==> src/hw/rtl/sbps_pkg.sv <==
package sbps_pkg;

  localparam int unsigned DataW    = 32;
  localparam int unsigned DivW     = 18;  // largest divisor 32768*7 fits
  localparam int unsigned SclIdxW  = 4;
  localparam int unsigned PscIdxW  = 2;
  localparam int unsigned CandW    = SclIdxW + PscIdxW;
  localparam int unsigned BitCntW  = 5;
  localparam int unsigned BaudW    = 31;

  typedef enum logic [2:0] {
    ST_IDLE,
    ST_LOAD,
    ST_DIV,
    ST_CMP,
    ST_FIN
  } state_t;

  function automatic logic [15:0] scaler_f(input logic [SclIdxW-1:0] idx);
    logic [15:0] v;
    case (idx)
      4'd0:    v = 16'd2;
      4'd1:    v = 16'd4;
      4'd2:    v = 16'd6;
      4'd3:    v = 16'd8;
      default: v = 16'd1 << idx;   // 16 .. 32768
    endcase
    return v;
  endfunction

  function automatic logic [2:0] prescaler_f(input logic [PscIdxW-1:0] idx);
    logic [2:0] v;
    case (idx)
      2'd0:    v = 3'd2;
      2'd1:    v = 3'd3;
      2'd2:    v = 3'd5;
      default: v = 3'd7;
    endcase
    return v;
  endfunction

endpackage

==> src/hw/rtl/spi_baud_prescaler_search_top.sv <==
// Each accepted item is searched over 64 candidates (scaler/prescaler pairs), one after another.
// No new item is taken until the search is done; the search uses the single shared serial divider,
// one quotient bit per cycle, 32 bits for each scaler/prescaler pair.
// A finished result waits in the output register while the next item is taken.
// Reset (rst_n low, synchronous) returns the sequencer to idle and drops out_valid.
module spi_baud_prescaler_search_top (
  input  logic        clk,
  input  logic        rst_n,
  input  logic        in_valid,
  output logic        in_ready,
  input  logic [31:0] in_module_clock,
  input  logic [31:0] in_target_baud,
  output logic        out_valid,
  input  logic        out_ready,
  output logic [3:0]  out_scaler_index,
  output logic [1:0]  out_prescaler_index,
  output logic [30:0] out_achieved_baud,
  output logic        out_exact_match
);

  sbps_pkg::state_t state_r, state_nxt;

  logic [sbps_pkg::DataW-1:0]   clk_r, tgt_r;
  logic [sbps_pkg::CandW-1:0]   cand_r, cand_nxt;
  logic [sbps_pkg::DivW-1:0]    div_r, div_nxt;
  logic [sbps_pkg::DivW-1:0]    rem_r, rem_nxt;
  logic [sbps_pkg::DataW-1:0]   quo_r, quo_nxt;
  logic [sbps_pkg::BitCntW-1:0] bcnt_r, bcnt_nxt;
  logic                         have_r, have_nxt;
  logic [sbps_pkg::DataW-1:0]   best_diff_r, best_diff_nxt;
  logic [sbps_pkg::DataW-1:0]   best_q_r, best_q_nxt;
  logic [sbps_pkg::CandW-1:0]   best_cand_r, best_cand_nxt;
  logic                         out_valid_r, out_valid_nxt;
  logic [sbps_pkg::SclIdxW-1:0] out_scl_r, out_scl_nxt;
  logic [sbps_pkg::PscIdxW-1:0] out_psc_r, out_psc_nxt;
  logic [sbps_pkg::BaudW-1:0]   out_baud_r, out_baud_nxt;
  logic                         out_exact_r, out_exact_nxt;

  logic                         in_acc;
  logic [sbps_pkg::DivW:0]      trial;
  logic [sbps_pkg::DivW:0]      trial_sub;
  logic [sbps_pkg::DataW-1:0]   diff;
  logic [15:0]                  scl_val;
  logic [2:0]                   psc_val;

  assign in_ready = (state_r == sbps_pkg::ST_IDLE);
  assign in_acc   = in_valid && in_ready;

  assign scl_val = sbps_pkg::scaler_f(cand_r[sbps_pkg::CandW-1:sbps_pkg::PscIdxW]);
  assign psc_val = sbps_pkg::prescaler_f(cand_r[sbps_pkg::PscIdxW-1:0]);

  // restoring division step: shift in next dividend bit, try subtract
  assign trial     = {rem_r, quo_r[sbps_pkg::DataW-1]};
  assign trial_sub = trial - {1'b0, div_r};

  assign diff = (quo_r >= tgt_r) ? (quo_r - tgt_r) : (tgt_r - quo_r);

  always_comb begin
    state_nxt     = state_r;
    cand_nxt      = cand_r;
    div_nxt       = div_r;
    rem_nxt       = rem_r;
    quo_nxt       = quo_r;
    bcnt_nxt      = bcnt_r;
    have_nxt      = have_r;
    best_diff_nxt = best_diff_r;
    best_q_nxt    = best_q_r;
    best_cand_nxt = best_cand_r;
    out_valid_nxt = out_valid_r;
    out_scl_nxt   = out_scl_r;
    out_psc_nxt   = out_psc_r;
    out_baud_nxt  = out_baud_r;
    out_exact_nxt = out_exact_r;

    if (out_valid_r && out_ready) begin
      out_valid_nxt = 1'b0;
    end

    case (state_r)
      sbps_pkg::ST_IDLE: begin
        if (in_acc) begin
          cand_nxt  = '0;
          have_nxt  = 1'b0;
          state_nxt = sbps_pkg::ST_LOAD;
        end
      end
      sbps_pkg::ST_LOAD: begin
        div_nxt   = sbps_pkg::DivW'(scl_val) * sbps_pkg::DivW'(psc_val);
        rem_nxt   = '0;
        quo_nxt   = clk_r;
        bcnt_nxt  = '0;
        state_nxt = sbps_pkg::ST_DIV;
      end
      sbps_pkg::ST_DIV: begin
        if (!trial_sub[sbps_pkg::DivW]) begin
          rem_nxt = trial_sub[sbps_pkg::DivW-1:0];
          quo_nxt = {quo_r[sbps_pkg::DataW-2:0], 1'b1};
        end else begin
          rem_nxt = trial[sbps_pkg::DivW-1:0];
          quo_nxt = {quo_r[sbps_pkg::DataW-2:0], 1'b0};
        end
        bcnt_nxt = bcnt_r + 1'b1;
        if (bcnt_r == '1) begin
          state_nxt = sbps_pkg::ST_CMP;
        end
      end
      sbps_pkg::ST_CMP: begin
        // strict compare: earliest candidate wins a tie
        if (!have_r || (diff < best_diff_r)) begin
          have_nxt      = 1'b1;
          best_diff_nxt = diff;
          best_q_nxt    = quo_r;
          best_cand_nxt = cand_r;
        end
        if (cand_r == '1) begin
          state_nxt = sbps_pkg::ST_FIN;
        end else begin
          cand_nxt  = cand_r + 1'b1;
          state_nxt = sbps_pkg::ST_LOAD;
        end
      end
      sbps_pkg::ST_FIN: begin
        // wait for the output register to free up
        if (!out_valid_r || out_ready) begin
          out_valid_nxt = 1'b1;
          out_scl_nxt   = best_cand_r[sbps_pkg::CandW-1:sbps_pkg::PscIdxW];
          out_psc_nxt   = best_cand_r[sbps_pkg::PscIdxW-1:0];
          out_baud_nxt  = best_q_r[sbps_pkg::BaudW-1:0];
          out_exact_nxt = (best_diff_r == '0);
          state_nxt     = sbps_pkg::ST_IDLE;
        end
      end
      default: begin
        state_nxt = sbps_pkg::ST_IDLE;
      end
    endcase
  end

  always_ff @(posedge clk) begin
    if (!rst_n) begin
      state_r     <= sbps_pkg::ST_IDLE;
      out_valid_r <= 1'b0;
      have_r      <= 1'b0;
    end else begin
      state_r     <= state_nxt;
      out_valid_r <= out_valid_nxt;
      have_r      <= have_nxt;
    end
  end

  always_ff @(posedge clk) begin
    if (in_acc) begin
      clk_r <= in_module_clock;
      tgt_r <= in_target_baud;
    end
    cand_r      <= cand_nxt;
    div_r       <= div_nxt;
    rem_r       <= rem_nxt;
    quo_r       <= quo_nxt;
    bcnt_r      <= bcnt_nxt;
    best_diff_r <= best_diff_nxt;
    best_q_r    <= best_q_nxt;
    best_cand_r <= best_cand_nxt;
    out_scl_r   <= out_scl_nxt;
    out_psc_r   <= out_psc_nxt;
    out_baud_r  <= out_baud_nxt;
    out_exact_r <= out_exact_nxt;
  end

  assign out_valid           = out_valid_r;
  assign out_scaler_index    = out_scl_r;
  assign out_prescaler_index = out_psc_r;
  assign out_achieved_baud   = out_baud_r;
  assign out_exact_match     = out_exact_r;

endmodule

==> config.mk <==
export PLATFORM = sky130hd
export DESIGN_NAME = spi_baud_prescaler_search_top
export DESIGN_NICKNAME = d
export VERILOG_FILES = /design/src/hw/rtl/sbps_pkg.sv /design/src/hw/rtl/spi_baud_prescaler_search_top.sv
export SDC_FILE = /design/constraint.sdc
export NUM_CORES = 1
export LEC_CHECK = 0
export BUFFER_PORTS_ARGS = -buffer_cell sky130_fd_sc_hd__buf_2
export CAP_MARGIN = 20
export CORE_MARGIN = 4
export CORE_UTILIZATION = 65
export CTS_CLUSTER_DIAMETER = 40
export CTS_CLUSTER_SIZE = 16
export DETAILED_ROUTE_END_ITERATION = 10
export HOLD_SLACK_MARGIN = 0.15
export PLACE_DENSITY = 0.93
export SLEW_MARGIN = 20
export SYNTH_ARGS = -nofsm -noshare
export SYNTH_HDL_FRONTEND = slang
export SYNTH_SLANG_ARGS = --single-unit
==> constraint.sdc <==
create_clock -name clk -period 15.3 [get_ports clk]
set_input_delay 3.06 -clock clk [delete_from_list [all_inputs] [get_ports clk]]
set_output_delay 3.06 -clock clk [all_outputs]
set_load 0.05 [all_outputs]
* Word-level counts from Yosys, hierarchy flattened
Cells that the tools add are included.
** Storage, ports and cells
- Bits in registers :: 255
- Logic and storage cells :: 81
- Output and inout port bits :: 40
** Cells by class
- Magnitude comparators :: 2
- $mul :: 1
- Add/subtract/negate cells :: 5
- Shifts and indexed selects :: 1
- Equal/unequal tests :: 16
- Muxes and demuxes :: 22
- Reductions and logical operators :: 17
** Operators with widths (count)
- 16-bit one-hot mux with 4 select lines :: 1
- 32-bit one-hot mux with 2 select lines :: 1
- 32-bit subtractor :: 2
- 18-bit one-hot mux with 2 select lines :: 1
- 32-bit >= comparator :: 1
- 32-bit logical NOT :: 1
- 32-bit less-than comparator :: 1
- 32-bit 2-to-1 mux :: 1
- 19-bit by 18-bit subtractor with 19-bit output :: 1
- 16-bit by 3-bit multiplier with 18-bit output :: 1
- 18-bit 2-to-1 mux :: 1
- 1-bit by 4-bit left shift with 16-bit output (first input constant) :: 1
- 3-bit one-hot mux with 5 select lines :: 1
- 3-bit 2-to-1 mux :: 4
- 6-bit 2-to-1 mux :: 2
- 6-bit one-hot mux with 2 select lines :: 1
- 5-bit one-hot mux with 2 select lines :: 1
- 3-bit one-hot mux with 3 select lines :: 1
- 3-bit AND reduction :: 3
- 4-bit by 2-bit == test with 1-bit output (second input constant) :: 2
- 2-bit inequality test (second input constant) :: 4
- 6-bit by 1-bit adder with 6-bit output (second input constant) :: 1
- 3-bit by 2-bit == test with 1-bit output (second input constant) :: 2
- 6-bit == test (second input constant) :: 1
- 18 further kinds :: 28

* Logic depth before layout (Yosys ltp)
Gate-level depths: netlist (run 1).
- Depth in word-level cells :: 6
- Gate-level depth with buffers :: 24
- Gate-level depth less buffers :: 24

* Worst setup path after synthesis (run 1)
Ideal clock, no wire load.
- Path type :: flip-flop to flip-flop
- Start point :: register quo_r[0] (netlist bit)
- End point :: register best_cand_r[0] (netlist bit), enable pin
- Library setup time :: 0.519 ns
- Data arrival time :: 7.542 ns
- Cell stages (with the launch flop) :: 25
- Buffers on the path :: 1
- Path slack :: 7.240 ns
- Path through :: edfxtp_1 inv_1 ha_1 inv_1 fa_1 a211oi_1 o21ai_1 a21oi_2 o31a_2 nand3_2 a211oi_4 clkbuf_1 mux2i_1 xor2_1 ha_1 a21oi_1 nor2b_1 o21ai_0 nand2b_1 a21oi_1 nor2b_1 o211ai_1 a211oi_1 o22a_1 a21oi_1
** On the way
- Word-level cells in the longest chain between the ends :: 5
- Elaborated cells on any way between the ends :: 7
- Those cells by class :: add/sub: 2; order compare: 2; mux: 1; reduce/logical: 2
** Ends and longest elaborated chain
- start, declared :: line spi_baud_prescaler_search_top.sv:27 : logic [sbps_pkg::DataW-1:0] quo_r, quo_nxt;
- start signal, assigned :: line spi_baud_prescaler_search_top.sv:159 : quo_r <= quo_nxt;
- 32-bit subtractor or 32-bit >= comparator (tied branches) :: line spi_baud_prescaler_search_top.sv:56 : assign diff = (quo_r >= tgt_r) ? (quo_r - tgt_r) : (tgt_r - quo_r);
- 32-bit 2-to-1 mux (*) :: line spi_baud_prescaler_search_top.sv:56
- named net diff (one bit) :: line spi_baud_prescaler_search_top.sv:42 : logic [sbps_pkg::DataW-1:0] diff;
- 32-bit less-than comparator (*) :: line spi_baud_prescaler_search_top.sv:109 : if (!have_r || (diff < best_diff_r)) begin
- 1-bit logical OR (*) :: line spi_baud_prescaler_search_top.sv:109
- 2-bit AND reduction (no line) (*)
- end signal, assigned :: line spi_baud_prescaler_search_top.sv:163 : best_cand_r <= best_cand_nxt;
- end, declared :: line spi_baud_prescaler_search_top.sv:32 : logic [sbps_pkg::CandW-1:0] best_cand_r, best_cand_nxt;
Mark *: on every way through the listed nets, which the timed path passes. The rest lies on a longest branch.
A chain may end at the register's enable or synchronous reset.

* Worst setup path in the final report (run 1)
- Start point :: register quo_r[0] (netlist bit)
- End point :: register best_q_r[20] (netlist bit), enable pin
** On the way
- Word-level cells in the longest chain between the ends :: 5
- Elaborated cells on any way between the ends :: 7
- Those cells by class :: add/sub: 2; order compare: 2; mux: 1; reduce/logical: 2
** Ends and longest elaborated chain
- 32-bit subtractor or 32-bit >= comparator (tied branches) :: line spi_baud_prescaler_search_top.sv:56
- 32-bit 2-to-1 mux (*) :: line spi_baud_prescaler_search_top.sv:56
- named net diff (one bit) :: line spi_baud_prescaler_search_top.sv:42
- 32-bit less-than comparator (*) :: line spi_baud_prescaler_search_top.sv:109
- 1-bit logical OR (*) :: line spi_baud_prescaler_search_top.sv:109
- 2-bit AND reduction (no line) (*)
- end signal, assigned :: line spi_baud_prescaler_search_top.sv:162 : best_q_r <= best_q_nxt;
- end, declared :: line spi_baud_prescaler_search_top.sv:31 : logic [sbps_pkg::DataW-1:0] best_q_r, best_q_nxt;
Marks and branches as above.

==> summary.md, run 1 <==
| Metric | Value |
|---|---|
| Status | completed |
| Synth async-reset ratio | 0 |
| Mapped Area | 0.0150 mm² |
| Core Area | 0.0227 mm² |
| Fin crit share | 0.444 |
| Top_reg_cell synth | edfxtp_1 |
| Synth top area cells | edfxtp_1, ha_1, inv_1, a21oi_1, nand2_1 |
| RSZ-0062 raised after global routing | false |
| Via-to-Cell Ratio | 6.22 |
| Ports | 108 |
| Dpl cell area | 0.0158 mm² |
| Die Wd | 160 µm |
| Initial core utilization | 0.661 |
| Clk slew on worst S/H paths | 0.06 ns |
| Residual DRC | 0 |
| Nets | 1707 |
| P&R area growth vs syn | 13.9% |
| Starting DRC count in detailed routing | 1267 |
| Htree depth | 2 |
| Via count | 11200 |
| Max_cap viols | 0 |
| Netlist cell types | 70 |
| Post-synth EDFFs | 250 |
| Leakage | 7.40 nW |
| Min-delay worst type | register to register |
| Port bufs | 107 |
| First-pass iteration count of the detailed router | 5 |
| Most frequent cells in the layout | edfxtp_1, inv_1, ha_1 |
| Setup crit start kind | register |
| Setup WS post-layout | 8.50 ns |
| #FFs+latches synth | 255 |
| Worst-skew pair later-pin latency | 0.52 ns |
| Power Density | 166 mW/mm² |
| Vias in the first global route | 11400 |
| Fill cell count | 1361 |
| Post-CTS Setup Bufs | 0 |
| FP Rows | 55 |
| Warnings from Yosys | 0 |
| Detailed placer's ending HPWL | 24100 µm |
| Initial antenna violation count | 0 |
| DIE AREA | 0.0256 mm² |
| Pre-CTS WS | 8.67 ns |
| WL final | 35900 µm |
| CTS tree | yes |
| Max-slew violation count | 0 |
| Grt ovf | 0 |
| Pin count of the biggest net entering global routing | 86 |
| Multi-input logic area | 0.00663 mm² |
| Peak VDD IR | 0.0910 mV |
| Clock tree buffer depth | 3 |
| WL per Instance | 20.0 µm |
| Crit Path Max Fanout | 69 |
| Synth Area per Inst | 10.9 µm² |
| Antenna cells | 0 |
| Setup crit end kind | register |
| Worst slew pin tran | 1.03 ns |
| Sequential area share after synthesis | 0.507 |
| Die height | 160 µm |
| Max Freq | 147 MHz |
| First-pass GRT wire length | 58300 µm |
| Routability Congestion | 0.928 |
| Tmin final | 6.80 ns |
| TNS Setup | 0 ns |
| Post-CTS sizing | 0 |
| CTS Hold Bufs | 0 |
| Final Hold Vio Count | 0 |
| Crit path DAT | 6.93 ns |
| Commonest non-fill, non-tap cell in the layout | edfxtp_1 |
| Slew headroom | 0.314 |
| Synth area leader | edfxtp_1 |
| Yosys top cell area share | 0.500 |
| CTS buffer count | 36 |
| FF/Latch Area | 0.00761 mm² |
| Worst setup path class | register to register |
| Clock sink total | 255 |
| Synthesized instance count | 1378 |
| Fin util | 0.753 |
| Final Cell Area | 0.0171 mm² |
| Skew final | 0.0137 ns |
| Root cell of the clock tree | clkbuf_16 |
| Layout cells sized above 1 | 0.132 |
| Gr usage total | 0.280 |
| Setup violators final | 0 |
| Hold WS | 0.414 ns |
| Worst path required time | 15.43 ns |
| ANT nets after route | 0 |
cells in the mapped netlist, types with 4 or more instances:
library cell,number
nand3_1,12
a21o_1,47
a21oi_1,95
and3_1,6
a21boi_0,5
o211ai_1,9
xor2_1,19
fa_1,18
nand3b_1,4
buf_2,7
nand2_1,112
nor2b_1,24
inv_1,168
nand4_1,21
dfxtp_1,5
nor4_1,12
o31a_1,5
xnor2_1,46
a2111oi_0,4
o21ai_0,83
o21a_1,13
edfxtp_1,250
nor2_1,86
or2_2,5
nand2b_1,14
mux2i_1,25
or3_1,4
clkbuf_1,37
a211oi_1,18
ha_1,135
and2_1,9
o21bai_1,7
a221oi_1,5
nor3_1,13
cells by family (layout without fill, tap and decap cells):
family | count (synthesis) | in the layout | synth area share
AO/OA/AOI/OAI | 331 | 331 | 0.141
XOR/XNOR | 65 | 65 | 0.0379
adder cells (fa/ha/maj) | 153 | 153 | 0.137
buffers and inverters | 214 | 346 | 0.0541
flip-flops | 255 | 255 | 0.507
multiplexers | 27 | 27 | 0.0182
other | 1 | 3 | 0.000250
AND/OR/NAND/NOR | 332 | 332 | 0.105
sequential cells by signal (all words and copies together) (netlist names), 2 cells and up:
name and flops:
clk_r 32, cand_r 6, tgt_r 32, rem_r 18, out_prescaler_index 2, out_achieved_baud 31, state_r 3, best_q_r 31
quo_r 32, out_scaler_index 4, div_r 18, bcnt_r 5, best_cand_r 6, best_diff_r 32
where the power goes:
| part | switching, mW | internal (mW) |
|---|---|---|
| clock | 0.338 | 0.543 |
| sequential | 0.0560 | 0.909 |
| combinational | 0.606 | 0.377 |
| total | 1.00 | 1.83 |
worst paths after layout:
check,slack [ns],cells past startpoint,end,start
max,8.50,25,best_q_r[20]$_DFFE_PP_,quo_r[0]$_DFFE_PP_
min,0.41,0,out_achieved_baud[21]$_DFFE_PP_,best_q_r[21]$_DFFE_PP_
max reg2reg,8.50,25,best_q_r[20]$_DFFE_PP_,quo_r[0]$_DFFE_PP_
min reg2reg,0.41,0,out_achieved_baud[21]$_DFFE_PP_,best_q_r[21]$_DFFE_PP_
routing by layer:
layer	global-route usage	routed length, µm	vias to the layer above
li1	-	-	5131
met3	0.0397	2590	115
met4	0.0970	1190	0
met1	0.350	13800	5359
met2	0.501	18300	572
met5	0	0	-
metrics by stage:
stage / total power [mW] / std cells
after global placement: 1.85 / 1733
after global routing: 2.97 / 1797
after CTS: 2.81 / 1797
after floorplan: 1.67 / 1380
final: 2.83 / 1797
after detailed placement: 1.91 / 1733
critical path: stages, from the launching register on:
cell and delay (ns):
edfxtp_1 0.41, inv_1 0.09, ha_1 0.17, inv_1 0.06, fa_1 0.41, a211oi_1 0.29, o21ai_1 0.18, a21oi_2 0.22
o31a_2 0.19, nand3_2 0.10, a211oi_4 0.77, buf_4 0.50, mux2i_1 0.20, o41a_1 0.42, xnor2_1 0.17, ha_1 0.21
a21o_1 0.18, a21oi_1 0.13, nor2b_1 0.05, o21ai_0 0.15, nand2b_1 0.07, a21oi_1 0.15, o211ai_1 0.10, o22a_1 0.21
a21oi_4 0.11, buf_4 0.81
layout make-up:
type	instances	area share
Inverter	168	0.0369
Clock inverter	25	0.0203
Timing Repair Buffer	114	0.0344
Clock buffer	39	0.0546
Sequential cell	255	0.445
Multi-Input combinational cell	911	0.388
Tap cell	285	0.0209
(Power assumes the default switching activity.)
==> run 2: changes to the inputs <==
--- a/config.mk
+++ b/config.mk
@@ -8,12 +8,12 @@
 export BUFFER_PORTS_ARGS = -buffer_cell sky130_fd_sc_hd__buf_2
 export CAP_MARGIN = 20
 export CORE_MARGIN = 4
-export CORE_UTILIZATION = 65
+export CORE_UTILIZATION = 55
 export CTS_CLUSTER_DIAMETER = 40
 export CTS_CLUSTER_SIZE = 16
 export DETAILED_ROUTE_END_ITERATION = 10
 export HOLD_SLACK_MARGIN = 0.15
-export PLACE_DENSITY = 0.93
+export PLACE_DENSITY = 0.85
 export SLEW_MARGIN = 20
 export SYNTH_ARGS = -nofsm -noshare
 export SYNTH_HDL_FRONTEND = slang
==> constraint.sdc (replaced) <==
create_clock -name clk -period 5.5 [get_ports clk]
set_input_delay 1.1 -clock clk [delete_from_list [all_inputs] [get_ports clk]]
set_output_delay 1.1 -clock clk [all_outputs]
set_load 0.05 [all_outputs]
==> summary.md, run 2 (same netlist as run 1, synthesis figures left out) <==
| Metric | Value |
|---|---|
| Status | completed (unchanged) |
| Max-slew violation count | 0 (unchanged) |
| Final Cell Area | 0.0174 mm² (was 0.0171 mm²) |
| P&R area growth vs syn | 16.0% (was 13.9%) |
| Htree depth | 2 (unchanged) |
| Antenna cells | 0 (unchanged) |
| Skew final | 0.0231 ns (was 0.0137 ns) |
| First-pass iteration count of the detailed router | 8 (was 5) |
| CTS Hold Bufs | 0 (unchanged) |
| Final std cells w/o fill | 1877 (was 1797) |
| RSZ-0062 raised after global routing | false (unchanged) |
| Via count | 11000 (was 11200) |
| Worst-skew pair later-pin latency | 0.53 ns (was 0.52 ns) |
| Setup crit start kind | register (unchanged) |
| Most frequent cells in the layout | edfxtp_1, inv_1, ha_1 (unchanged) |
| Via-to-Cell Ratio | 5.86 (was 6.22) |
| Vias in the first global route | 11200 (was 11400) |
| Worst setup path class | register to register (unchanged) |
| WL final | 34700 µm (was 35900 µm) |
| Crit path from | quo_r[26]$_DFFE_PP_ (was quo_r[0]$_DFFE_PP_) |
| CTS tree | yes (unchanged) |
| Nets | 1727 (was 1707) |
| DIE AREA | 0.0300 mm² (was 0.0256 mm²) |
| CP cell instances | ha_1 -> nand4_1 -> nor3_1 -> nand2_1 -> a21oi_1 -> a211oi_4 -> buf_4 -> mux2i_1 -> a221oi_1 -> xnor2_1 -> ha_1 -> and3_1 -> a221oi_1 -> nor2b_1 -> o21ai_0 -> o211ai_1 -> o22a_1 -> a21oi_4 -> buf_12 |
| First-pass GRT wire length | 56800 µm (was 58300 µm) |
| Clock sink total | 255 (unchanged) |
| Leakage | 7.51 nW (was 7.40 nW) |
| Crit Path Max Fanout | 35 (was 69) |
| Residual DRC | 0 (unchanged) |
| Tmin final | 5.20 ns (was 6.80 ns) |
| Peak VDD IR | 0.278 mV (was 0.0910 mV) |
| Multi-input logic area | 0.00666 mm² (was 0.00663 mm²) |
| Layout cells sized above 1 | 0.145 (was 0.132) |
| Initial core utilization | 0.559 (was 0.661) |
| Starting DRC count in detailed routing | 893 (was 1267) |
| FF/Latch Area | 0.00761 mm² (unchanged) |
| CTS buffer count | 38 (was 36) |
| Die Wd | 173 µm (was 160 µm) |
| Root cell of the clock tree | clkbuf_16 (unchanged) |
| CP max-delay cell | ha_1 (was buf_4) |
| ANT nets after route | 0 (unchanged) |
| Core Area | 0.0269 mm² (was 0.0227 mm²) |
| Clock tree buffer depth | 3 (unchanged) |
| Initial antenna violation count | 1 (was 0) |
| Ports | 108 (unchanged) |
| Setup crit end kind | register (unchanged) |
| Reg2reg start | quo_r[26]$_DFFE_PP_ (was quo_r[0]$_DFFE_PP_) |
| Grt ovf | 0 (unchanged) |
| Final Hold Vio Count | 0 (unchanged) |
| Setup violators final | 0 (unchanged) |
| Fin crit share | 0.946 (was 0.444) |
| Slew headroom | 0.365 (was 0.314) |
| Fill cell count | 2011 (was 1361) |
| Power Density | 454 mW/mm² (was 166 mW/mm²) |
| Dpl cell area | 0.0161 mm² (was 0.0158 mm²) |
| Detailed placer's ending HPWL | 24800 µm (was 24100 µm) |
| WL per Instance | 18.5 µm (was 20.0 µm) |
| Routability Congestion | 0.934 (was 0.928) |
| Hold wc startpoint | best_q_r[2]$_DFFE_PP_ (was best_q_r[21]$_DFFE_PP_) |
| Min-delay worst type | register to register (unchanged) |
| Max_cap viols | 0 (unchanged) |
| Worst path required time | 5.70 ns (was 15.43 ns) |
| Port bufs | 107 (unchanged) |
| Commonest non-fill, non-tap cell in the layout | edfxtp_1 (unchanged) |
| Max Freq | 192 MHz (was 147 MHz) |
| FP Rows | 60 (was 55) |
| Max incr delay on CP | 0.51 ns (was 0.81 ns) |
| Worst slew pin tran | 0.952 ns (was 1.03 ns) |
| # placed instances | 1805 (was 1733) |
| Pin count of the biggest net entering global routing | 86 (unchanged) |
| Crit path DAT | 5.40 ns (was 6.93 ns) |
| Gr usage total | 0.229 (was 0.280) |
| Clk slew on worst S/H paths | 0.05 ns (was 0.06 ns) |
| Die height | 173 µm (was 160 µm) |
-- run 2: cell count changes in the layout (fill, tap and decap cells not counted), sizes merged --
cell,before,now
buf,114,132
clkbuf,39,44
clkinv,8,11
inv,178,176
bufinv,5,4
clkinvlp,2,3
-- run 2: per-layer routing --
layer	track usage	share of wire	up-vias
met3	0.0409	0.070	80
met5	0	0.00052	-
li1	-	-	5186
met1	0.299	0.41	5283
met4	0.0762	0.029	2
met2	0.391	0.49	455
-- run 2: worst paths after layout --
path	endpoint	slack, ns	depth (start not counted)
hold / removal	out_achieved_baud[2]$_DFFE_PP_	0.42	0
setup reg to reg	best_diff_r[24]$_DFFE_PP_	0.30	19
hold reg to reg	out_achieved_baud[2]$_DFFE_PP_	0.42	0
setup / recovery	best_diff_r[24]$_DFFE_PP_	0.30	19
-- run 2: what timing repair did --
item | in CTS | in global routing
buffers inserted | 0 | 2
endpoints found under the setup margin | 0 | 69
resized for setup | 0 | 4
-- run 2: metrics by stage --
| step | utilization | setup slack, ns | total power, mW | hold WS, ns | setup TNS (ns) |
|---|---|---|---|---|---|
| finish | 0.648 | 0.300 | 7.90 | 0.416 | 0 |
| global route | 0.648 | 0.0176 | 8.36 | 0.425 | 0 |
| CTS | 0.647 | 0.134 | 7.90 | 0.418 | 0 |
| detailed placement | 0.598 | 0.142 | 5.38 | 0.406 | 0 |
| global placement | 0.598 | 0.352 | 5.29 | 0.401 | 0 |
| floorplan | - | -0.0808 | 4.67 | 0.400 | -5.58 |
-- run 2: cell type report --
cell class / count / share of cell area
clock inverter: 26 / 0.0186
tap: 341 / 0.0245
multi-input combinational: 911 / 0.383
timing repair buffer: 132 / 0.0437
sequential: 255 / 0.437
inverter: 168 / 0.0362
clock buffer: 44 / 0.0571
-- run 2: critical path, delay by kind of cell (launching register included) --
| kind | cells | cell delay, ns |
|---|---|---|
| AOI/OAI and AO/OA | 8 | 1.76 |
| xor gates and xnor gates | 1 | 0.19 |
| adders and majority gates | 2 | 0.80 |
| buffers and inverters | 2 | 0.44 |
| DFF | 1 | 0.42 |
| muxes | 1 | 0.12 |
| and+or+nand+nor | 5 | 1.14 |
-- run 2: report_power, final --
part / internal (mW) / switching [mW] / total [mW] / leakage, nW
Clock: 1.53 / 0.949 / 2.48 / 0.633
Combinational: 1.10 / 1.64 / 2.75 / 4.50
Sequential: 2.53 / 0.149 / 2.68 / 2.38
Total: 5.16 / 2.74 / 7.90 / 7.51
